<file path="config.mk">
export PLATFORM = sky130hd
export DESIGN_NAME = usb_device_state_and_request_handler_unit
export DESIGN_NICKNAME = d
export VERILOG_FILES = /design/src/rtl/core/usbdev_pkg.sv /design/src/rtl/core/usb_device_state_and_request_handler_unit.sv
export SDC_FILE = /design/constraint.sdc
export NUM_CORES = 1
export LEC_CHECK = 0
export BUFFER_PORTS_ARGS = -buffer_cell sky130_fd_sc_hd__buf_2
export CORE_MARGIN = 2
export CORE_UTILIZATION = 52
export CTS_CLUSTER_DIAMETER = 200
export DETAILED_ROUTE_END_ITERATION = 6
export PLACE_DENSITY = 0.78
export REMOVE_ABC_BUFFERS = 1
export SLEW_MARGIN = 40
export SYNTH_ARGS = -nofsm -noshare
export SYNTH_HDL_FRONTEND = slang
export SYNTH_SLANG_ARGS = --single-unit
</file>
<file path="constraint.sdc">
create_clock -name clock -period 3.6 [get_ports clock]
set_input_delay 0.36 -clock clock [delete_from_list [all_inputs] [get_ports clock]]
set_output_delay 0.36 -clock clock [all_outputs]
set_load 0.005 [all_outputs]
</file>
<file path="src/rtl/core/usbdev_pkg.sv">
// Types, codes and helpers shared by the USB device state and request handler.
package usbdev_pkg;

   // Device state as reported on the result channel
   typedef enum logic [2:0] {
      ST_DETACHED   = 3'd0,
      ST_ATTACHED   = 3'd1,
      ST_POWERED    = 3'd2,
      ST_DEFAULT    = 3'd3,
      ST_ADDRESS    = 3'd4,
      ST_CONFIGURED = 3'd5,
      ST_SUSPENDED  = 3'd6
   } dev_state_type;

   // Reply classification
   typedef enum logic [2:0] {
      RK_NONE    = 3'd0,
      RK_STATUS  = 3'd1,
      RK_DATA    = 3'd2,
      RK_STALL   = 3'd3,
      RK_FORWARD = 3'd4,
      RK_DESC    = 3'd5
   } reply_kind_type;

   // Request kind
   localparam logic [1:0] KIND_EVENT = 2'd0;
   localparam logic [1:0] KIND_SETUP = 2'd1;
   localparam logic [1:0] KIND_CLEAR = 2'd2;

   // Bus event codes
   localparam logic [3:0] EV_RESET      = 4'd0;
   localparam logic [3:0] EV_SUSPEND    = 4'd1;
   localparam logic [3:0] EV_RESUME     = 4'd2;
   localparam logic [3:0] EV_CONNECT    = 4'd3;
   localparam logic [3:0] EV_DISCONNECT = 4'd4;
   localparam logic [3:0] EV_SETUP      = 4'd5;
   localparam logic [3:0] EV_XFER_DONE  = 4'd6;
   localparam logic [3:0] EV_SOF        = 4'd7;
   localparam logic [3:0] EV_ERROR      = 4'd8;
   localparam logic [3:0] EV_ENABLE     = 4'd9;
   localparam logic [3:0] EV_DISABLE    = 4'd10;

   // bmRequestType type field (bits 6:5)
   localparam logic [1:0] TYPE_STANDARD = 2'd0;
   localparam logic [1:0] TYPE_CLASS    = 2'd1;
   localparam logic [1:0] TYPE_VENDOR   = 2'd2;

   // bmRequestType recipient field (bits 4:0)
   localparam logic [4:0] RCP_DEVICE    = 5'd0;
   localparam logic [4:0] RCP_INTERFACE = 5'd1;
   localparam logic [4:0] RCP_ENDPOINT  = 5'd2;

   // Standard request codes
   localparam logic [7:0] REQ_GET_STATUS    = 8'h00;
   localparam logic [7:0] REQ_CLEAR_FEATURE = 8'h01;
   localparam logic [7:0] REQ_SET_FEATURE   = 8'h03;
   localparam logic [7:0] REQ_SET_ADDRESS   = 8'h05;
   localparam logic [7:0] REQ_GET_DESC      = 8'h06;
   localparam logic [7:0] REQ_GET_CONFIG    = 8'h08;
   localparam logic [7:0] REQ_SET_CONFIG    = 8'h09;

   localparam logic [15:0] FEAT_ENDPOINT_HALT = 16'h0000;

   // Endpoints brought up by configuration 1
   localparam logic [7:0] EP1_IN_ADDR  = 8'h81;
   localparam logic [7:0] EP1_OUT_ADDR = 8'h01;

   // Event counters
   localparam int         NUM_COUNTERS = 6;
   localparam logic [2:0] CNT_RESET    = 3'd0;
   localparam logic [2:0] CNT_SUSPEND  = 3'd1;
   localparam logic [2:0] CNT_RESUME   = 3'd2;
   localparam logic [2:0] CNT_SETUP    = 3'd3;
   localparam logic [2:0] CNT_XFER     = 3'd4;
   localparam logic [2:0] CNT_ERROR    = 3'd5;

   // Configuration register indexes
   localparam logic CSR_SUPPLY_OWN = 1'b0;
   localparam logic CSR_WAKE_HOST  = 1'b1;

   // Slot number of an endpoint address: number plus 16 for IN endpoints
   function automatic logic [4:0] ep_slot(input logic [7:0] addr);
      ep_slot = {addr[7], addr[3:0]};
   endfunction

endpackage

</file>
<file path="src/rtl/core/usb_device_state_and_request_handler_unit.sv">
// Top level of the USB device state and standard request handler.
//
// Requests arrive on the req_ channel (valid/stall); each is a bus event, a
// setup packet or a clear of the event counters. Every request yields exactly
// one response on the rsp_ channel carrying the device state, address and
// configuration after the request, the reply to a setup packet and the new
// value of the event counter the request touched.
// The state update and the response are computed from the request ports and
// land in the state and response registers at the accepting edge. Throughput
// is one request per cycle, set by the single response register; req_stall
// rises only while a response is held by rsp_stall, and the response register
// is refilled in the cycle it is taken.
// The csr_ port writes the self-powered status bit (index 0) and the remote
// wakeup status bit (index 1); write only while the block is idle.
// Synchronous reset puts the device in the detached state, clears address,
// configuration, all endpoint enabled and halted flags, the event counters,
// both configuration bits and the response valid.
module usb_device_state_and_request_handler_unit #(
   parameter int ENDPOINT_SLOTS = 32
) (
   input  logic        clock,
   input  logic        reset,
   // request channel
   input  logic        req_valid,
   output logic        req_stall,
   input  logic [1:0]  req_kind,
   input  logic [3:0]  req_event_code,
   input  logic [7:0]  req_request_type,
   input  logic [7:0]  req_request_code,
   input  logic [15:0] req_request_value,
   input  logic [15:0] req_request_index,
   // response channel
   output logic        rsp_valid,
   input  logic        rsp_stall,
   output logic [2:0]  rsp_device_state,
   output logic [6:0]  rsp_device_address,
   output logic        rsp_device_config,
   output logic [2:0]  rsp_reply_kind,
   output logic [15:0] rsp_reply_data,
   output logic [1:0]  rsp_reply_bytes,
   output logic [31:0] rsp_event_count,
   // configuration port
   input  logic        csr_write,
   input  logic        csr_index,
   input  logic        csr_data
);

   localparam int SLOT_W = $clog2(ENDPOINT_SLOTS);
   localparam logic [4:0] IN1_SLOT  = usbdev_pkg::ep_slot(usbdev_pkg::EP1_IN_ADDR);
   localparam logic [4:0] OUT1_SLOT = usbdev_pkg::ep_slot(usbdev_pkg::EP1_OUT_ADDR);
   localparam bit IN1_OK  = int'(IN1_SLOT) < ENDPOINT_SLOTS;
   localparam bit OUT1_OK = int'(OUT1_SLOT) < ENDPOINT_SLOTS;

   // configuration
   logic supply_own_ff, wake_host_ff;

   // device state
   usbdev_pkg::dev_state_type link_state_ff, link_state_in;
   logic [6:0]                addr_ff, addr_in;
   logic                      config_ff, config_in;
   logic [ENDPOINT_SLOTS-1:0] ep_en_ff, ep_en_in;
   logic [ENDPOINT_SLOTS-1:0] ep_halt_ff, ep_halt_in;
   logic [31:0]               cnt_ff [usbdev_pkg::NUM_COUNTERS];
   logic [31:0]               cnt_in [usbdev_pkg::NUM_COUNTERS];

   // response register
   logic                           rsp_valid_ff, rsp_valid_in;
   usbdev_pkg::reply_kind_type     reply_kind_ff, reply_kind_in;
   logic [15:0]                    reply_data_ff, reply_data_in;
   logic [1:0]                     reply_bytes_ff, reply_bytes_in;
   logic [31:0]                    event_count_ff, event_count_in;

   logic        accept;
   logic [4:0]  req_slot;
   logic        req_slot_ok;
   logic [SLOT_W-1:0] req_slot_idx;
   logic        ep_status;
   logic        cnt_bump;
   logic [2:0]  cnt_sel;
   logic [31:0] cnt_next;
   logic [1:0]  rtype_type;
   logic [4:0]  rtype_recip;

   assign req_stall = rsp_valid_ff & rsp_stall;
   assign accept    = req_valid & ~req_stall;

   // endpoint named by the low byte of wIndex
   assign req_slot     = usbdev_pkg::ep_slot(req_request_index[7:0]);
   assign req_slot_ok  = (req_request_index[6:4] == 3'd0)
                         && (int'(req_slot) < ENDPOINT_SLOTS);
   assign req_slot_idx = req_slot[SLOT_W-1:0];
   assign ep_status    = req_slot_ok ? (ep_en_ff[req_slot_idx] & ep_halt_ff[req_slot_idx])
                                     : 1'b0;

   assign rtype_type  = req_request_type[6:5];
   assign rtype_recip = req_request_type[4:0];
   assign cnt_next    = cnt_ff[cnt_sel] + 32'd1;

   always_comb begin
      link_state_in  = link_state_ff;
      addr_in        = addr_ff;
      config_in      = config_ff;
      ep_en_in       = ep_en_ff;
      ep_halt_in     = ep_halt_ff;
      cnt_in         = cnt_ff;
      reply_kind_in  = usbdev_pkg::RK_NONE;
      reply_data_in  = 16'd0;
      reply_bytes_in = 2'd0;
      cnt_bump       = 1'b0;
      cnt_sel        = usbdev_pkg::CNT_RESET;

      unique case (req_kind)
         usbdev_pkg::KIND_EVENT: begin
            unique case (req_event_code)
               usbdev_pkg::EV_RESET: begin
                  link_state_in = usbdev_pkg::ST_DEFAULT;
                  addr_in       = 7'd0;
                  config_in     = 1'b0;
                  for (int i = 0; i < ENDPOINT_SLOTS; i++) begin
                     if ((i % 16) != 0) ep_en_in[i] = 1'b0;
                  end
                  cnt_bump = 1'b1;
                  cnt_sel  = usbdev_pkg::CNT_RESET;
               end
               usbdev_pkg::EV_SUSPEND: begin
                  if (link_state_ff != usbdev_pkg::ST_SUSPENDED) begin
                     link_state_in = usbdev_pkg::ST_SUSPENDED;
                     cnt_bump      = 1'b1;
                     cnt_sel       = usbdev_pkg::CNT_SUSPEND;
                  end
               end
               usbdev_pkg::EV_RESUME: begin
                  if (link_state_ff == usbdev_pkg::ST_SUSPENDED) begin
                     if (config_ff)
                        link_state_in = usbdev_pkg::ST_CONFIGURED;
                     else if (addr_ff != 7'd0)
                        link_state_in = usbdev_pkg::ST_ADDRESS;
                     else
                        link_state_in = usbdev_pkg::ST_DEFAULT;
                     cnt_bump = 1'b1;
                     cnt_sel  = usbdev_pkg::CNT_RESUME;
                  end
               end
               usbdev_pkg::EV_CONNECT: link_state_in = usbdev_pkg::ST_ATTACHED;
               usbdev_pkg::EV_DISCONNECT: begin
                  link_state_in = usbdev_pkg::ST_DETACHED;
                  addr_in       = 7'd0;
                  config_in     = 1'b0;
                  for (int i = 0; i < ENDPOINT_SLOTS; i++) begin
                     if ((i % 16) != 0) ep_en_in[i] = 1'b0;
                  end
               end
               usbdev_pkg::EV_SETUP: begin
                  cnt_bump = 1'b1;
                  cnt_sel  = usbdev_pkg::CNT_SETUP;
               end
               usbdev_pkg::EV_XFER_DONE: begin
                  cnt_bump = 1'b1;
                  cnt_sel  = usbdev_pkg::CNT_XFER;
               end
               usbdev_pkg::EV_ERROR: begin
                  cnt_bump = 1'b1;
                  cnt_sel  = usbdev_pkg::CNT_ERROR;
               end
               usbdev_pkg::EV_ENABLE:  link_state_in = usbdev_pkg::ST_POWERED;
               usbdev_pkg::EV_DISABLE: link_state_in = usbdev_pkg::ST_DETACHED;
               // start of frame and unknown codes change nothing
               default: ;
            endcase
         end
         usbdev_pkg::KIND_SETUP: begin
            if (rtype_type == usbdev_pkg::TYPE_CLASS || rtype_type == usbdev_pkg::TYPE_VENDOR) begin
               reply_kind_in = usbdev_pkg::RK_FORWARD;
            end else if (rtype_type != usbdev_pkg::TYPE_STANDARD) begin
               reply_kind_in = usbdev_pkg::RK_STALL;
            end else begin
               unique case (req_request_code)
                  usbdev_pkg::REQ_GET_STATUS: begin
                     reply_kind_in  = usbdev_pkg::RK_DATA;
                     reply_bytes_in = 2'd2;
                     if (rtype_recip == usbdev_pkg::RCP_DEVICE)
                        reply_data_in = {14'd0, wake_host_ff, supply_own_ff};
                     else if (rtype_recip == usbdev_pkg::RCP_INTERFACE)
                        reply_data_in = 16'd0;
                     else if (rtype_recip == usbdev_pkg::RCP_ENDPOINT)
                        reply_data_in = {15'd0, ep_status};
                     else begin
                        reply_kind_in  = usbdev_pkg::RK_STALL;
                        reply_bytes_in = 2'd0;
                     end
                  end
                  usbdev_pkg::REQ_CLEAR_FEATURE, usbdev_pkg::REQ_SET_FEATURE: begin
                     reply_kind_in = usbdev_pkg::RK_STATUS;
                     if (rtype_recip == usbdev_pkg::RCP_ENDPOINT
                         && req_request_value == usbdev_pkg::FEAT_ENDPOINT_HALT) begin
                        if (!req_slot_ok)
                           reply_kind_in = usbdev_pkg::RK_STALL;
                        else
                           ep_halt_in[req_slot_idx] =
                              (req_request_code == usbdev_pkg::REQ_SET_FEATURE);
                     end
                  end
                  usbdev_pkg::REQ_SET_ADDRESS: begin
                     reply_kind_in = usbdev_pkg::RK_STATUS;
                     addr_in       = req_request_value[6:0];
                     link_state_in = (req_request_value[6:0] != 7'd0)
                                     ? usbdev_pkg::ST_ADDRESS : usbdev_pkg::ST_DEFAULT;
                  end
                  usbdev_pkg::REQ_GET_DESC: reply_kind_in = usbdev_pkg::RK_DESC;
                  usbdev_pkg::REQ_GET_CONFIG: begin
                     reply_kind_in  = usbdev_pkg::RK_DATA;
                     reply_data_in  = {15'd0, config_ff};
                     reply_bytes_in = 2'd1;
                  end
                  usbdev_pkg::REQ_SET_CONFIG: begin
                     reply_kind_in = usbdev_pkg::RK_STATUS;
                     if (req_request_value[7:0] == 8'd0) begin
                        config_in     = 1'b0;
                        link_state_in = (addr_ff != 7'd0)
                                        ? usbdev_pkg::ST_ADDRESS : usbdev_pkg::ST_DEFAULT;
                        for (int i = 0; i < ENDPOINT_SLOTS; i++) begin
                           if ((i % 16) != 0) ep_en_in[i] = 1'b0;
                        end
                     end else if (req_request_value[7:0] == 8'd1) begin
                        config_in     = 1'b1;
                        link_state_in = usbdev_pkg::ST_CONFIGURED;
                        for (int i = 0; i < ENDPOINT_SLOTS; i++) begin
                           if ((IN1_OK && i == int'(IN1_SLOT))
                               || (OUT1_OK && i == int'(OUT1_SLOT))) begin
                              ep_en_in[i]   = 1'b1;
                              ep_halt_in[i] = 1'b0;
                           end
                        end
                     end else begin
                        reply_kind_in = usbdev_pkg::RK_STALL;
                     end
                  end
                  default: reply_kind_in = usbdev_pkg::RK_STALL;
               endcase
            end
         end
         usbdev_pkg::KIND_CLEAR: begin
            for (int i = 0; i < usbdev_pkg::NUM_COUNTERS; i++) cnt_in[i] = 32'd0;
         end
         default: ;
      endcase

      if (cnt_bump) cnt_in[cnt_sel] = cnt_next;
      event_count_in = cnt_bump ? cnt_next : 32'd0;
   end

   // hold a stalled response, drop it once taken
   assign rsp_valid_in = accept | (rsp_valid_ff & rsp_stall);

   always_ff @(posedge clock) begin
      if (reset) begin
         supply_own_ff    <= 1'b0;
         wake_host_ff     <= 1'b0;
         link_state_ff    <= usbdev_pkg::ST_DETACHED;
         addr_ff          <= 7'd0;
         config_ff        <= 1'b0;
         ep_en_ff         <= '0;
         ep_halt_ff       <= '0;
         for (int i = 0; i < usbdev_pkg::NUM_COUNTERS; i++) cnt_ff[i] <= 32'd0;
         rsp_valid_ff     <= 1'b0;
      end else begin
         if (csr_write) begin
            if (csr_index == usbdev_pkg::CSR_SUPPLY_OWN) supply_own_ff <= csr_data;
            if (csr_index == usbdev_pkg::CSR_WAKE_HOST) wake_host_ff <= csr_data;
         end
         if (accept) begin
            link_state_ff <= link_state_in;
            addr_ff       <= addr_in;
            config_ff     <= config_in;
            ep_en_ff      <= ep_en_in;
            ep_halt_ff    <= ep_halt_in;
            cnt_ff        <= cnt_in;
         end
         rsp_valid_ff <= rsp_valid_in;
      end
   end

   always_ff @(posedge clock) begin
      if (accept) begin
         reply_kind_ff  <= reply_kind_in;
         reply_data_ff  <= reply_data_in;
         reply_bytes_ff <= reply_bytes_in;
         event_count_ff <= event_count_in;
      end
   end

   // state outputs follow the registered state, which changes only on accept
   assign rsp_valid          = rsp_valid_ff;
   assign rsp_device_state   = link_state_ff;
   assign rsp_device_address = addr_ff;
   assign rsp_device_config  = config_ff;
   assign rsp_reply_kind     = reply_kind_ff;
   assign rsp_reply_data     = reply_data_ff;
   assign rsp_reply_bytes    = reply_bytes_ff;
   assign rsp_event_count    = event_count_ff;

endmodule

</file>
==> out/summary.log <==
INFO  hold_path      hp-class=in2reg
INFO  timing         setup_repair_after_global_routing_missed_its_margin=true
INFO  finish         n_fill_cell=1957
INFO  worst_setup_path crit_family=simple AND/OR/NAND/NOR gates
INFO  global_route   first_global_vias=11600
INFO  die            die_area=25900µm²
INFO  finish         post_route_cells_drive_above_1_share=0.239
INFO  synthesis      synth_top_cells_by_count=sky130_fd_sc_hd__dfxtp_1, sky130_fd_sc_hd__nor2_1, sky130_fd_sc_hd__nand2_1
INFO  clock_tree     max-clock-path-buffers=3
INFO  worst_setup_path crit_fanout=8
INFO  route          wl_per_cell=19.6µm
INFO  die            num_io_pins=127
INFO  finish         n_antenna_cell=0
INFO  placed_design  postPlaceCellArea=14600µm²
INFO  placed_design  routabilityCongestion=0.905
INFO  worst_setup_path cp_num_buf_inv=1
INFO  clock_tree     number_of_buffers_inserted_by_hold_repair_at_cts=0
INFO  synthesis      synth_top_area_frac=0.373
INFO  synthesis      synth_top_cell_by_area=sky130_fd_sc_hd__dfxtp_1
INFO  synthesis      synth-async-reset-ratio=0
INFO  clock_tree     clock_tree_from_tritoncts=built
INFO  global_route   grt_pass1_wl=60.7mm
INFO  timing         max_freq=0.289GHz
INFO  pwr            switching_share=0.235
INFO  route          drt-total-wl=38.2mm
INFO  pwr            p_int=5090µW
INFO  status         run_status=finished, final reports clean
INFO  worst_setup_path worst_setup_path_end_kind=flop
INFO  synthesis      synth.cell_area=12800µm²
INFO  die            die-height=161µm
INFO  clock_tree     clock_pin_slew_reported_for_the_worst_setup_and_hold_paths_after_clock_tree_synthesis=0.06ns
INFO  synthesis      synthesized_flop_and_latch_total=277
INFO  route          drt_first_pass_iters=5
INFO  pwr            power.ir.vdd_worst=372µV
INFO  synthesis      synth_sequential_area_ratio=0.464
INFO  clock_tree     cts_inserted_buffers=29
INFO  pwr            pwr_density_cell=424nW/µm²
INFO  pwr            share_seq_of_total_power=0.476
INFO  timing         skew=0.0205ns
INFO  timing         min_period_over_period=0.963
INFO  worst_setup_path critical_path.slowest_cell=sky130_fd_sc_hd__nor4_4
INFO  finish         finish.utilization=0.647
INFO  finish         num-nets-final=1664
INFO  pwr            share_comb_of_total_power=0.077
INFO  worst_setup_path critPathLaunchType=flop
INFO  timing         worstMarginPinSlew=0.816ns
INFO  timing         final_setup_violating_endpoints=0
INFO  global_route   overflow=0
INFO  timing         report.final.slew_viol_count=0
INFO  route          routed-via-count=12000
INFO  timing         period_minus_slack=3.47ns
INFO  synthesis      synth.yosys.warnings=0
INFO  clock_tree     clock_sink_count=277
INFO  global_route   grt_max_degree=67
INFO  synthesis      synth_edf_count=39
INFO  clock_tree     htreeDepth=1
INFO  synthesis      yosys.cell_count.top_type=sky130_fd_sc_hd__dfxtp_1
INFO  global_route   grt_util_all_layers=0.286
INFO  synthesis      postSynthAreaPerCell=9.15µm²
INFO  worst_setup_path cp_cell_sequence=and4bb_4 -> o21a_4 -> buf_6 -> o21ai_0 -> a32oi_2 -> and2_1 -> ha_4 -> o221ai_4 -> nor4_4 -> nand3_4 -> nor3_1 -> xnor2_2 -> nor2_1
INFO  worst_setup_path worst_setup_path_class=reg2reg
INFO  synthesis      postSynth.topFlopCell=sky130_fd_sc_hd__dfxtp_1
INFO  timing         slew-limit-headroom=0.452
INFO  finish         flow.area_growth_from_synthesis=22.8%
INFO  synthesis      top_area_cells_in_the_synthesized_netlist=sky130_fd_sc_hd__dfxtp_1, sky130_fd_sc_hd__edfxtp_1, sky130_fd_sc_hd__a22o_1
INFO  route          drc_violation_count_after_routing=0
INFO  synthesis      postSynthCellCount=1397
INFO  global_route   grt_antenna_before_repair=0
INFO  die            floorplan.initialDensity=0.527
INFO  die            core_region_area=24200µm²
INFO  die            floorplan.die.width=161µm
INFO  worst_setup_path crit_path_max_incr_delay=0.42ns
INFO  clock_tree     root_buffer=sky130_fd_sc_hd__clkbuf_16
INFO  clock_tree     clkLatencyLatePin=0.55ns
INFO  pwr            p_switching=1570µW
INFO  pwr            power.static_leakage=0.00605µW
INFO  die            floorplan.rows=57
INFO  finish         final_area=15700µm²
INFO  job            maxCapViolations=0
INFO  timing         hold_viol_final=0
INFO  placed_design  dp_hpwl=25.2mm
INFO  route          postRouteAntennaNets=0
INFO  pwr            share_clk_of_total_power=0.447
INFO  synthesis      synth.distinct_cells=81
INFO  timing         worst_slack=0.134ns
INFO  route          routed_via_density=6.14
INFO  placed_design  placement.io_buffers=103
INFO  placed_design  minimum_setup_slack_after_placement=-0.370ns
INFO  worst_setup_path crit_arrival=3.75ns
INFO  route          drt_first_iter_violations=1172
INFO  worst_setup_path critical_path_required=3.89ns
-- timing repair --
action	CTS	global route
buffers inserted	0	3
resized for setup	1	21
pin swaps	1	9
setup endpoints to repair	19	92
-- flip-flops by register name, summed over array words and instances (netlist names) --
register,flops
rsp_event_count,32
rsp_reply_kind,3
cnt_ff,192
rsp_reply_bytes,2
rsp_device_address,7
rsp_valid,1
ep_halt_ff,32
wake_host_ff,1
rsp_device_config,1
supply_own_ff,1
rsp_device_state,3
rsp_reply_data,2
-- power groups by stage --
stage               Combinational [µW]  Sequential [µW]  Clock (µW)
detailed placement                 485             3240           0
finish                             510             3170        2980
CTS                                488             3170        2980
global placement                   479             3240           0
global route                       542             3170        3100
floorplan                          193             3240           0
-- worst min-delay path, cell delays in order --
cell	delay, ns
sky130_fd_sc_hd__buf_2	0.11
sky130_fd_sc_hd__nand3_1	0.06
sky130_fd_sc_hd__a21oi_1	0.06
-- cell type report --
cell class | count | area (µm²) | area share
clock buffers | 43 | 840 | 0.0535
clock inverters | 10 | 97.6 | 0.00622
inverters | 14 | 52.6 | 0.00335
multi-input cells | 1012 | 6510 | 0.415
flip-flops and latches | 277 | 5940 | 0.378
well taps | 324 | 405 | 0.0258
repair buffers | 267 | 1860 | 0.118
-- stage by stage --
stage	total power (µW)	TNS (ns)	hold WS, ns	std cells
after global placement	3720	-7.54	0.430	1891
final	6660	0	0.0869	1947
after detailed placement	3720	-22.97	0.435	1891
after CTS	6640	0	0.0734	1944
after global routing	6820	-0.198	0.0920	1947
after floorplan	3440	-43.95	0.417	1303
-- worst paths after layout --
kind	from	endpoint	slack [ns]	cells after the start
setup / recovery	rsp_device_state[0]	rsp_event_count[26]	0.13	13
hold / removal	req_request_value[6]	rsp_device_address[6]	0.09	3
setup reg to reg	rsp_device_state[0]	rsp_event_count[26]	0.13	13
hold reg to reg	wake_host_ff	wake_host_ff	0.45	2
-- cells in the final DEF, fill, tap and decap left out, types with 13 or more instances in the layout --
| cell type | instances |
|---|---|
| sky130_fd_sc_hd__nor3_1 | 26 |
| sky130_fd_sc_hd__dfxtp_1 | 238 |
| sky130_fd_sc_hd__a21oi_1 | 79 |
| sky130_fd_sc_hd__o21ai_0 | 89 |
| sky130_fd_sc_hd__nor2b_1 | 37 |
| sky130_fd_sc_hd__xnor2_1 | 17 |
| sky130_fd_sc_hd__and3_1 | 28 |
| sky130_fd_sc_hd__a22o_1 | 107 |
| sky130_fd_sc_hd__nand4_1 | 17 |
| sky130_fd_sc_hd__nand3_1 | 35 |
| sky130_fd_sc_hd__a22oi_1 | 44 |
| sky130_fd_sc_hd__nand2b_1 | 13 |
| sky130_fd_sc_hd__conb_1 | 14 |
| sky130_fd_sc_hd__nand2_1 | 131 |
| sky130_fd_sc_hd__buf_2 | 102 |
| sky130_fd_sc_hd__buf_4 | 155 |
| sky130_fd_sc_hd__edfxtp_1 | 39 |
| sky130_fd_sc_hd__o22ai_1 | 15 |
| sky130_fd_sc_hd__inv_1 | 13 |
| sky130_fd_sc_hd__nor2_1 | 134 |
| sky130_fd_sc_hd__a211oi_1 | 14 |
| sky130_fd_sc_hd__clkbuf_16 | 30 |
-- kinds of logic after synthesis --
family / after synthesis / synth area share
AO/OA/AOI/OAI: 434 / 0.236
XOR/XNOR: 30 / 0.0211
adder cells (fa/ha/maj): 2 / 0.00196
buffers and inverters: 121 / 0.0440
flip-flops: 277 / 0.464
multiplexers: 29 / 0.0316
other: 1 / 0.000293
AND/OR/NAND/NOR: 503 / 0.200
-- routing by layer --
metal / vias up / GRT usage / wire (µm)
met2: 573 / 0.469 / 17800
li1: 5537 / - / -
met4: 0 / 0.105 / 1380
met1: 5736 / 0.388 / 15900
met5: - / 0 / 0
met3: 104 / 0.0387 / 3170
No activity file was read; power rests on OpenSTA's default activity.
